### src/sv/calculator_precedence_engine_macros.svh
// Assertion macros for the calculator precedence engine.
`ifndef CALCULATOR_PRECEDENCE_ENGINE_MACROS_SVH
`define CALCULATOR_PRECEDENCE_ENGINE_MACROS_SVH
`ifndef NO_ASSERTIONS
// Same-cycle implication, disabled during reset.
`define CPE_ASSERT_IMP(label, clk, rst, ante, cons) \
  label: assert property (@(posedge clk) disable iff (rst) (ante) |-> (cons)) \
    else $error("cpe assertion failed");
// Next-cycle implication, disabled during reset.
`define CPE_ASSERT_NXT(label, clk, rst, ante, cons) \
  label: assert property (@(posedge clk) disable iff (rst) (ante) |=> (cons)) \
    else $error("cpe assertion failed");
`else
`define CPE_ASSERT_IMP(label, clk, rst, ante, cons)
`define CPE_ASSERT_NXT(label, clk, rst, ante, cons)
`endif
`endif

### src/sv/cpe_pkg.sv
package cpe_pkg;

  // Q16.16 value format
  localparam int VALUE_BITS = 32;
  localparam int FRAC_BITS  = 16;
  localparam int DIV_BITS   = VALUE_BITS + FRAC_BITS;
  localparam int WIDE_BITS  = 2 * VALUE_BITS;
  localparam int CNT_BITS   = $clog2(DIV_BITS + 1);

  // Key codes
  localparam logic [2:0] CMD_NUM = 3'd0;
  localparam logic [2:0] CMD_ADD = 3'd1;
  localparam logic [2:0] CMD_SUB = 3'd2;
  localparam logic [2:0] CMD_MUL = 3'd3;
  localparam logic [2:0] CMD_DIV = 3'd4;
  localparam logic [2:0] CMD_EQU = 3'd5;
  localparam logic [2:0] CMD_CLR = 3'd6;
  localparam logic [2:0] CMD_BAD = 3'd7;
  localparam logic [2:0] OP_NONE = 3'd0;

  // Kind of the last accepted key
  localparam logic [1:0] KIND_NONE = 2'd0;
  localparam logic [1:0] KIND_NUM  = 2'd1;
  localparam logic [1:0] KIND_OP   = 2'd2;

  // Request and response between the engine and the serial mul/div unit
  typedef struct packed {
    logic start;
    logic is_div;
  } md_req_t;

  typedef struct packed {
    logic done;
    logic sat;
  } md_rsp_t;

  // Magnitude of a two's complement value (most negative maps to 2^(W-1))
  function automatic logic [VALUE_BITS-1:0] mag(input logic signed [VALUE_BITS-1:0] v);
    mag = v[VALUE_BITS-1] ? VALUE_BITS'(-v) : VALUE_BITS'(v);
  endfunction

endpackage

### src/sv/cpe_in_if.sv
interface cpe_in_if;
  logic        valid;
  logic        ready;
  logic [2:0]  cmd;
  logic signed [31:0] operand;

  modport source (output valid, cmd, operand, input ready);
  modport sink   (input valid, cmd, operand, output ready);
endinterface

### src/sv/cpe_out_if.sv
interface cpe_out_if;
  logic        valid;
  logic        ready;
  logic        accepted;
  logic        div_error;
  logic        saturated;
  logic signed [31:0] current_result;

  modport source (output valid, accepted, div_error, saturated, current_result, input ready);
  modport sink   (input valid, accepted, div_error, saturated, current_result, output ready);
endinterface

### src/sv/cpe_muldiv.sv
module cpe_muldiv import cpe_pkg::*; (
  input  logic                         clk,
  input  logic                         rst,
  input  md_req_t                      req,
  input  logic signed [VALUE_BITS-1:0] a,
  input  logic signed [VALUE_BITS-1:0] b,
  output md_rsp_t                      rsp,
  output logic signed [VALUE_BITS-1:0] res
);

  typedef enum logic [2:0] {
    MD_IDLE = 3'b001,
    MD_RUN  = 3'b010,
    MD_FIN  = 3'b100
  } md_state_t;

  md_state_t             state;
  logic [CNT_BITS-1:0]   cnt;
  logic                  is_div;
  logic                  neg;
  logic [VALUE_BITS-1:0] x;
  logic [VALUE_BITS-1:0] dv;
  logic [VALUE_BITS-1:0] acc_hi;
  logic [VALUE_BITS-1:0] acc_lo;
  logic [VALUE_BITS-1:0] rem;
  logic [DIV_BITS-1:0]   nq;

  logic [VALUE_BITS:0]   mul_sum;
  logic [VALUE_BITS:0]   div_try;
  logic                  div_ge;
  logic [WIDE_BITS-1:0]  val;
  logic                  sat;
  logic [VALUE_BITS-1:0] mres;

  // One multiplier bit or one quotient bit per cycle
  always_comb begin
    mul_sum = {1'b0, acc_hi} + (acc_lo[0] ? {1'b0, x} : '0);
    div_try = {rem, nq[DIV_BITS-1]};
    div_ge  = div_try >= {1'b0, dv};
  end

  // Clamp the magnitude to the signed range
  always_comb begin
    val = is_div ? WIDE_BITS'(nq) : ({acc_hi, acc_lo} >> FRAC_BITS);
    if (neg) begin
      sat = (val[WIDE_BITS-1:VALUE_BITS] != '0) ||
            (val[VALUE_BITS-1] && (val[VALUE_BITS-2:0] != '0));
    end else begin
      sat = val[WIDE_BITS-1:VALUE_BITS-1] != '0;
    end
    if (sat) begin
      mres = neg ? {1'b1, {(VALUE_BITS-1){1'b0}}} : {1'b0, {(VALUE_BITS-1){1'b1}}};
    end else begin
      mres = val[VALUE_BITS-1:0];
    end
  end

  always_ff @(posedge clk) begin
    if (rst) begin
      state    <= MD_IDLE;
      rsp.done <= 1'b0;
    end else begin
      rsp.done <= 1'b0;
      unique case (state)
        MD_IDLE: begin
          if (req.start) begin
            is_div <= req.is_div;
            neg    <= a[VALUE_BITS-1] ^ b[VALUE_BITS-1];
            x      <= mag(a);
            dv     <= mag(b);
            acc_hi <= '0;
            acc_lo <= mag(b);
            rem    <= '0;
            nq     <= DIV_BITS'(mag(a)) << FRAC_BITS;
            cnt    <= req.is_div ? CNT_BITS'(DIV_BITS) : CNT_BITS'(VALUE_BITS);
            state  <= MD_RUN;
          end
        end
        MD_RUN: begin
          if (is_div) begin
            rem <= div_ge ? VALUE_BITS'(div_try - {1'b0, dv}) : div_try[VALUE_BITS-1:0];
            nq  <= {nq[DIV_BITS-2:0], div_ge};
          end else begin
            acc_hi <= mul_sum[VALUE_BITS:1];
            acc_lo <= {mul_sum[0], acc_lo[VALUE_BITS-1:1]};
          end
          cnt <= cnt - 1'b1;
          if (cnt == CNT_BITS'(1)) begin
            state <= MD_FIN;
          end
        end
        MD_FIN: begin
          res      <= neg ? -$signed(mres) : $signed(mres);
          rsp.sat  <= sat;
          rsp.done <= 1'b1;
          state    <= MD_IDLE;
        end
        default: state <= MD_IDLE;
      endcase
    end
  end

endmodule

### src/sv/calculator_precedence_engine.sv
// Channel | Role | Payload
// req     | sink | cmd, operand
// rsp     | src  | accepted, div_error, saturated, current_result
//
// One key at a time. Number, clear, ignored keys, a refused divide and a first
// operator go from ST_IDLE straight to ST_DONE; an add/subtract fold passes
// through ST_APPLY; a pending multiply or divide waits in ST_WAIT on the
// bit-serial mul/div unit (one bit per cycle over 32 or 48 bits), then goes
// through ST_APPLY. Reset is synchronous, active high. A result waiting on rsp
// holds the engine in its last step; req.ready is low while a key is in progress.
`include "calculator_precedence_engine_macros.svh"
module calculator_precedence_engine import cpe_pkg::*; (
  input logic     clk,
  input logic     rst,
  cpe_in_if.sink  req,
  cpe_out_if.source rsp
);

  typedef enum logic [3:0] {
    ST_IDLE  = 4'b0001,
    ST_WAIT  = 4'b0010,
    ST_APPLY = 4'b0100,
    ST_DONE  = 4'b1000
  } state_t;

  state_t                      state;
  logic [1:0]                  last_kind;
  logic [2:0]                  last_op;
  logic [2:0]                  cmd_r;
  logic signed [VALUE_BITS-1:0] held;
  logic signed [VALUE_BITS-1:0] sum_value;
  logic                        sum_valid;
  logic signed [VALUE_BITS-1:0] term_value;
  logic                        term_valid;
  logic signed [VALUE_BITS-1:0] opv;
  logic                        acc_r;
  logic                        derr_r;
  logic                        sat_r;

  md_req_t                     md_req;
  md_rsp_t                     md_rsp;
  logic signed [VALUE_BITS-1:0] md_res;
  logic signed [VALUE_BITS-1:0] term_rd;
  logic signed [VALUE_BITS-1:0] held_neg;
  logic                        neg_sat;
  logic signed [VALUE_BITS:0]  add_full;
  logic                        add_sat;
  logic signed [VALUE_BITS-1:0] add_res;
  logic                        op_ok;
  logic                        cmd_term;
  logic                        cmd_expr;
  logic                        to_sum;
  logic                        out_load;

  localparam logic signed [VALUE_BITS-1:0] VMAX = {1'b0, {(VALUE_BITS-1){1'b1}}};
  localparam logic signed [VALUE_BITS-1:0] VMIN = {1'b1, {(VALUE_BITS-1){1'b0}}};

  assign req.ready = (state == ST_IDLE);
  assign term_rd   = term_valid ? term_value : '0;
  assign out_load  = (state == ST_DONE) && (!rsp.valid || rsp.ready);

  // Key decode
  always_comb begin
    op_ok    = (req.cmd != CMD_NUM) && (req.cmd != CMD_CLR) && (req.cmd != CMD_BAD) &&
               (last_kind == KIND_NUM);
    cmd_term = (req.cmd == CMD_MUL) || (req.cmd == CMD_DIV);
    cmd_expr = (req.cmd == CMD_ADD) || (req.cmd == CMD_SUB);
    to_sum   = (cmd_r == CMD_ADD) || (cmd_r == CMD_SUB) || (cmd_r == CMD_EQU);
  end

  // Negation and saturating sum
  always_comb begin
    neg_sat  = (held == VMIN);
    held_neg = neg_sat ? VMAX : -held;
    add_full = {sum_value[VALUE_BITS-1], sum_value} + {opv[VALUE_BITS-1], opv};
    add_sat  = add_full[VALUE_BITS] != add_full[VALUE_BITS-1];
    if (add_sat) begin
      add_res = add_full[VALUE_BITS] ? VMIN : VMAX;
    end else begin
      add_res = add_full[VALUE_BITS-1:0];
    end
  end

  // Start the serial unit for a pending multiply or a nonzero divide
  always_comb begin
    md_req.start  = (state == ST_IDLE) && req.valid && op_ok &&
                    ((last_op == CMD_MUL) || ((last_op == CMD_DIV) && (held != '0)));
    md_req.is_div = (last_op == CMD_DIV);
  end

  cpe_muldiv u_muldiv (
    .clk (clk),
    .rst (rst),
    .req (md_req),
    .a   (term_rd),
    .b   (held),
    .rsp (md_rsp),
    .res (md_res)
  );

  // Main sequencer
  always_ff @(posedge clk) begin
    if (rst) begin
      state      <= ST_IDLE;
      last_kind  <= KIND_NONE;
      last_op    <= OP_NONE;
      held       <= '0;
      sum_value  <= '0;
      sum_valid  <= 1'b0;
      term_value <= '0;
      term_valid <= 1'b0;
      rsp.valid  <= 1'b0;
    end else begin
      // Output valid: set on load, cleared on transfer
      if (out_load) begin
        rsp.valid <= 1'b1;
      end else if (rsp.valid && rsp.ready) begin
        rsp.valid <= 1'b0;
      end
      unique case (state)
        ST_IDLE: begin
          if (req.valid) begin
            cmd_r  <= req.cmd;
            acc_r  <= 1'b0;
            derr_r <= 1'b0;
            sat_r  <= 1'b0;
            state  <= ST_DONE;
            if (req.cmd == CMD_NUM) begin
              if (last_kind != KIND_NUM) begin
                held      <= req.operand;
                last_kind <= KIND_NUM;
              end
            end else if (req.cmd == CMD_CLR) begin
              last_kind  <= KIND_NONE;
              last_op    <= OP_NONE;
              held       <= '0;
              sum_value  <= '0;
              sum_valid  <= 1'b0;
              term_value <= '0;
              term_valid <= 1'b0;
            end else if (op_ok) begin
              case (last_op) inside
                CMD_ADD, CMD_SUB: begin
                  opv   <= (last_op == CMD_SUB) ? held_neg : held;
                  sat_r <= (last_op == CMD_SUB) && neg_sat;
                  state <= ST_APPLY;
                end
                CMD_MUL: state <= ST_WAIT;
                CMD_DIV: begin
                  if (held == '0) begin
                    derr_r <= 1'b1;
                  end else begin
                    state <= ST_WAIT;
                  end
                end
                default: begin
                  if (cmd_term) begin
                    sum_value  <= '0;
                    sum_valid  <= 1'b0;
                    term_value <= held;
                    term_valid <= 1'b1;
                  end else if (cmd_expr) begin
                    sum_value  <= held;
                    sum_valid  <= 1'b1;
                    term_value <= '0;
                    term_valid <= 1'b0;
                  end
                  last_kind <= KIND_OP;
                  last_op   <= req.cmd;
                  acc_r     <= 1'b1;
                end
              endcase
            end
          end
        end
        ST_WAIT: begin
          if (md_rsp.done) begin
            opv   <= md_res;
            sat_r <= md_rsp.sat;
            state <= ST_APPLY;
          end
        end
        ST_APPLY: begin
          if (to_sum) begin
            sum_value  <= sum_valid ? add_res : opv;
            sat_r      <= sat_r | (sum_valid & add_sat);
            sum_valid  <= 1'b1;
            term_value <= '0;
            term_valid <= 1'b0;
          end else begin
            term_value <= opv;
            term_valid <= 1'b1;
          end
          last_kind <= KIND_OP;
          last_op   <= cmd_r;
          acc_r     <= 1'b1;
          state     <= ST_DONE;
        end
        ST_DONE: begin
          if (out_load) begin
            rsp.accepted       <= acc_r;
            rsp.div_error      <= derr_r;
            rsp.saturated      <= sat_r;
            rsp.current_result <= sum_valid ? sum_value : term_value;
            state              <= ST_IDLE;
          end
        end
        default: state <= ST_IDLE;
      endcase
    end
  end

  // Checks
  `CPE_ASSERT_IMP(a_err_not_acc, clk, rst, rsp.valid && rsp.div_error, !rsp.accepted)
  `CPE_ASSERT_IMP(a_err_not_sat, clk, rst, rsp.valid && rsp.div_error, !rsp.saturated)
  `CPE_ASSERT_NXT(a_busy_after_in, clk, rst, req.valid && req.ready, state != ST_IDLE)

endmodule

### src/flat_wrapper.sv
// flat-port wrapper written by rule: the top's interface ports become plain ports
module calculator_precedence_engine_flat import cpe_pkg::*;
  (clk, rst, req_valid, req_cmd, req_operand, req_ready, rsp_valid, rsp_accepted, rsp_div_error, rsp_saturated, rsp_current_result, rsp_ready);
  cpe_in_if req_i ();
  cpe_out_if rsp_i ();
  input logic clk;
  input logic rst;
  input wire logic [$bits(req_i.valid)-1:0] req_valid;
  input wire logic [$bits(req_i.cmd)-1:0] req_cmd;
  input wire logic [$bits(req_i.operand)-1:0] req_operand;
  output wire logic [$bits(req_i.ready)-1:0] req_ready;
  output wire logic [$bits(rsp_i.valid)-1:0] rsp_valid;
  output wire logic [$bits(rsp_i.accepted)-1:0] rsp_accepted;
  output wire logic [$bits(rsp_i.div_error)-1:0] rsp_div_error;
  output wire logic [$bits(rsp_i.saturated)-1:0] rsp_saturated;
  output wire logic [$bits(rsp_i.current_result)-1:0] rsp_current_result;
  input wire logic [$bits(rsp_i.ready)-1:0] rsp_ready;
  assign req_i.valid = req_valid;
  assign req_i.cmd = req_cmd;
  assign req_i.operand = req_operand;
  assign req_ready = req_i.ready;
  assign rsp_valid = rsp_i.valid;
  assign rsp_accepted = rsp_i.accepted;
  assign rsp_div_error = rsp_i.div_error;
  assign rsp_saturated = rsp_i.saturated;
  assign rsp_current_result = rsp_i.current_result;
  assign rsp_i.ready = rsp_ready;
  calculator_precedence_engine u_core (.clk(clk), .rst(rst), .req(req_i), .rsp(rsp_i));
endmodule
### config.mk
export PLATFORM = sky130hd
export DESIGN_NAME = calculator_precedence_engine_flat
export DESIGN_NICKNAME = d
export VERILOG_FILES = /design/src/sv/cpe_pkg.sv /design/src/sv/cpe_in_if.sv /design/src/sv/cpe_out_if.sv /design/src/sv/cpe_muldiv.sv /design/src/sv/calculator_precedence_engine.sv /design/src/flat_wrapper.sv
export VERILOG_INCLUDE_DIRS = /design/src /design/src/sv
export SDC_FILE = /design/constraint.sdc
export NUM_CORES = 1
export LEC_CHECK = 0
export BUFFER_PORTS_ARGS = -buffer_cell sky130_fd_sc_hd__buf_2
export CAP_MARGIN = 10
export CORE_ASPECT_RATIO = 1.5
export CORE_UTILIZATION = 30
export DETAILED_ROUTE_END_ITERATION = 7
export PLACE_DENSITY = 0.42
export REMOVE_ABC_BUFFERS = 1
export SLEW_MARGIN = 10
export SYNTH_ARGS = -nofsm -noshare
export SYNTH_HDL_FRONTEND = slang
export SYNTH_SLANG_ARGS = --single-unit
### constraint.sdc
create_clock -name clk -period 10.4 [get_ports clk]
set_input_delay 3.12 -clock clk [delete_from_list [all_inputs] [get_ports clk]]
set_output_delay 3.12 -clock clk [all_outputs]
set_load 0.02 [all_outputs]
==> reports/metrics.cfg <==
[run_status]
outcome = completed

[setup_path]
cp-start-kind = flip-flop
critPathLaunch = u_core.u_muldiv.is_div$_DFFE_PP_
reg2reg_from = u_core.u_muldiv.is_div$_DFFE_PP_
r2r_cells = 16
cp.arrival_ps = 6250
critical_path_class = reg2reg
reg2reg_slack_ps = 4460
critPathMaxFanout = 48
reg2reg_to = u_core.u_muldiv.res[24]$_DFFE_PP_
cp.required_ps = 10720
endpoint_kind = flip-flop

[detailed_routing]
dr_total_vias = 21700
route.detailed.drc = 0
wirelength_um = 99900
firstDrtPassIters = 6
ant_nets = 0
routedWlPerCell_um = 24.9
routed_via_density = 5.42
drtIter0Drc = 1431

[final_layout]
ff_latch_area_um2 = 11900
fin_nets = 2965
area_growth_pct = 11.6
stdcell_area_um2 = 29500
layout-drive-gt1-share = 0.107
multi_input_area_um2 = 13700
fill_cells = 9052

[power_and_ir_drop]
powerDensity_nw_per_um2 = 138
p_leak_nw = 10.9
irDropWorstVdd_mv = 0.106

[global_route]
grt_max_degree = 71
grt_pass1_wl_um = 146000
grt_pass1_vias = 21500
track_usage = 0.221
gr-total-overflow = 0
antenna_found_initial = 0

[worst_hold_path]
holdCritPathClass = reg2reg
min_to = u_core.rsp.accepted$_DFFE_PP_
hold-path-cell-count = 0
hp-start = u_core.acc_r$_DFFE_PP_

[synth]
synth_cells = 2827
synth_warnings = 0
synthDistinctLibCells = 84
synth_edf_count = 322
synth.area.top_cells = edfxtp_1 37%, dfxtp_1 8.5%, nor2_1 5.5%
synthArstFlopShare = 0
yosysTopAreaCellShare = 0.366
seq_area_frac_synth = 0.451
synth_area_um2 = 26400
synth_flop_cell = edfxtp_1
ys_ff_latch = 434
yosysMostFrequentCell = nor2_1
synth_common_cells = 385 x nor2_1, 322 x edfxtp_1, 257 x nand2_1
yosysTopAreaCell = edfxtp_1
syn_area_per_cell_um2 = 9.35

[timing]
slew_headroom = 0.142
drv_slew = 0
hold_ws_ps = 438
hold_viol_final = 0
post-route-min-period_ps = 5940
skew_ps = 29.2
worst_slack_ps = 4460
period_share = 0.571
final-setup-viol-count = 0
fmaxAchievable_mhz = 168
tightest_slew_ps = 1280
rsz0062_at_grt = false

[clock_network]
holdBufCountCts = 0
clk_path_buf_depth = 3
path_clk_slew_ps = 60
cts.sinks = 434
htreeDepth = 2
cts_tree = built
insertion_delay_ps = 620
cts_setup_buffers = 0
root_buffer = clkbuf_16
cts_inserted_buffers = 47
cts_resized = 0

[die]
die_y_um = 366
placementRows = 133
die-area_um2 = 89300
coreArea_um2 = 87500
ioPinCount = 76
fp.dieW_um = 244
initial_utilization = 0.302

[job]
drv_cap = 0

[place]
portBuffers = 75
post-place-ws_ps = 3970
placed_area_um2 = 28000
hpwl_um = 74800
gp_congestion = 0.938

[final cells by class]
cell class | instances | area share
clock buffers | 60 | 0.0441
clock inverters | 25 | 0.00712
diodes | 2 | 0.000170
well taps | 1147 | 0.0486
multi-input cells | 2148 | 0.464
flip-flops and latches | 434 | 0.404
repair buffers | 113 | 0.0225
inverters | 77 | 0.00979
[layer usage]
metal  part of all wire  GRT usage
met1               0.38      0.247
met2               0.50      0.390
met3              0.039     0.0234
met4              0.080      0.157
met5                  0          0
[worst max-delay path, stage by stage, from the launching register on]
cell,delay [ps]
edfxtp_1,750
buf_4,600
or4b_2,630
nor4_1,190
a2bb2oi_1,470
and2_1,690
or2_2,390
nor2_1,180
nor2_1,190
inv_1,60
ha_1,290
o21ai_0,210
o21bai_1,290
inv_1,150
and3_1,190
o32ai_1,250
a21oi_1,110
[metrics by stage]
step / instances / utilization / TNS [ps] / total power (W)
2_1_floorplan: 2659 / - / -18530 / 0.00221
3_5_place_dp: 3919 / 0.320 / 0 / 0.00238
6_report: 4006 / 0.337 / 0 / 0.00408
3_3_place_gp: 3919 / 0.320 / 0 / 0.00238
4_1_cts: 4004 / 0.337 / 0 / 0.00412
5_1_grt: 4004 / 0.337 / 0 / 0.00421
[registers in the layout, indices dropped and copies added, names as in the netlist, 4 cells and up]
register,flops
u_core.u_muldiv.acc_lo,32
u_core.term_value,32
u_core.u_muldiv.x,32
u_core.held,32
u_core.u_muldiv.res,32
u_core.rsp.current_result,32
u_core.u_muldiv.cnt,6
u_core.opv,32
u_core.u_muldiv.acc_hi,32
u_core.state,4
u_core.sum_value,32
u_core.u_muldiv.nq,48
u_core.u_muldiv.rem,32
u_core.u_muldiv.dv,32
[worst max-delay path by stage]
stage                                           endpoint  slack (ps)
floorplan                u_core.u_muldiv.dv[0]$_DFFE_PP_        -280
global placement    u_core.u_muldiv.acc_lo[13]$_DFFE_PP_        4090
detailed placement  u_core.u_muldiv.acc_lo[13]$_DFFE_PP_        3970
CTS                    u_core.u_muldiv.res[24]$_DFFE_PP_        4520
global route           u_core.u_muldiv.res[24]$_DFFE_PP_        4140
finish                 u_core.u_muldiv.res[24]$_DFFE_PP_        4460
[cell families (layout without fill, tap and decap cells)]
group                      Yosys count  count (layout)  share of synthesized area
AOI/OAI and AO/OA                  726             726                      0.176
xor gates and xnor gates           146             146                     0.0486
adders and majority gates          118             118                     0.0555
buffers and inverters              245             275                     0.0360
DFF                                434             434                      0.451
muxes                              116             116                     0.0472
other                                0               2                          0
and+or+nand+nor                   1042            1042                      0.186
[power by group]
part | switching (W) | leakage (nW) | internal, W
clock | 0.000772 | 0.744 | 0.000960
combinational | 0.000291 | 6.45 | 0.000162
sequential | 0.0000335 | 3.71 | 0.00186
[cells in the final DEF (no fill, tap or decap), drive strengths merged, types with 21 or more instances in the layout]
cell,n
a22oi,74
mux2i,49
xor2,38
xnor2,108
inv,77
nand2,258
nand2b,25
and2,87
o21a,21
a21oi,204
o31ai,24
mux2,67
clkbuf,60
clkinv,21
nor2,385
or3,34
a211oi,31
buf,113
nor3,66
nand3,50
o21ai,170
dfxtp,112
o211ai,21
nor2b,24
edfxtp,322
a21o,41
ha,102
No activity file was read; power rests on OpenSTA's default activity.
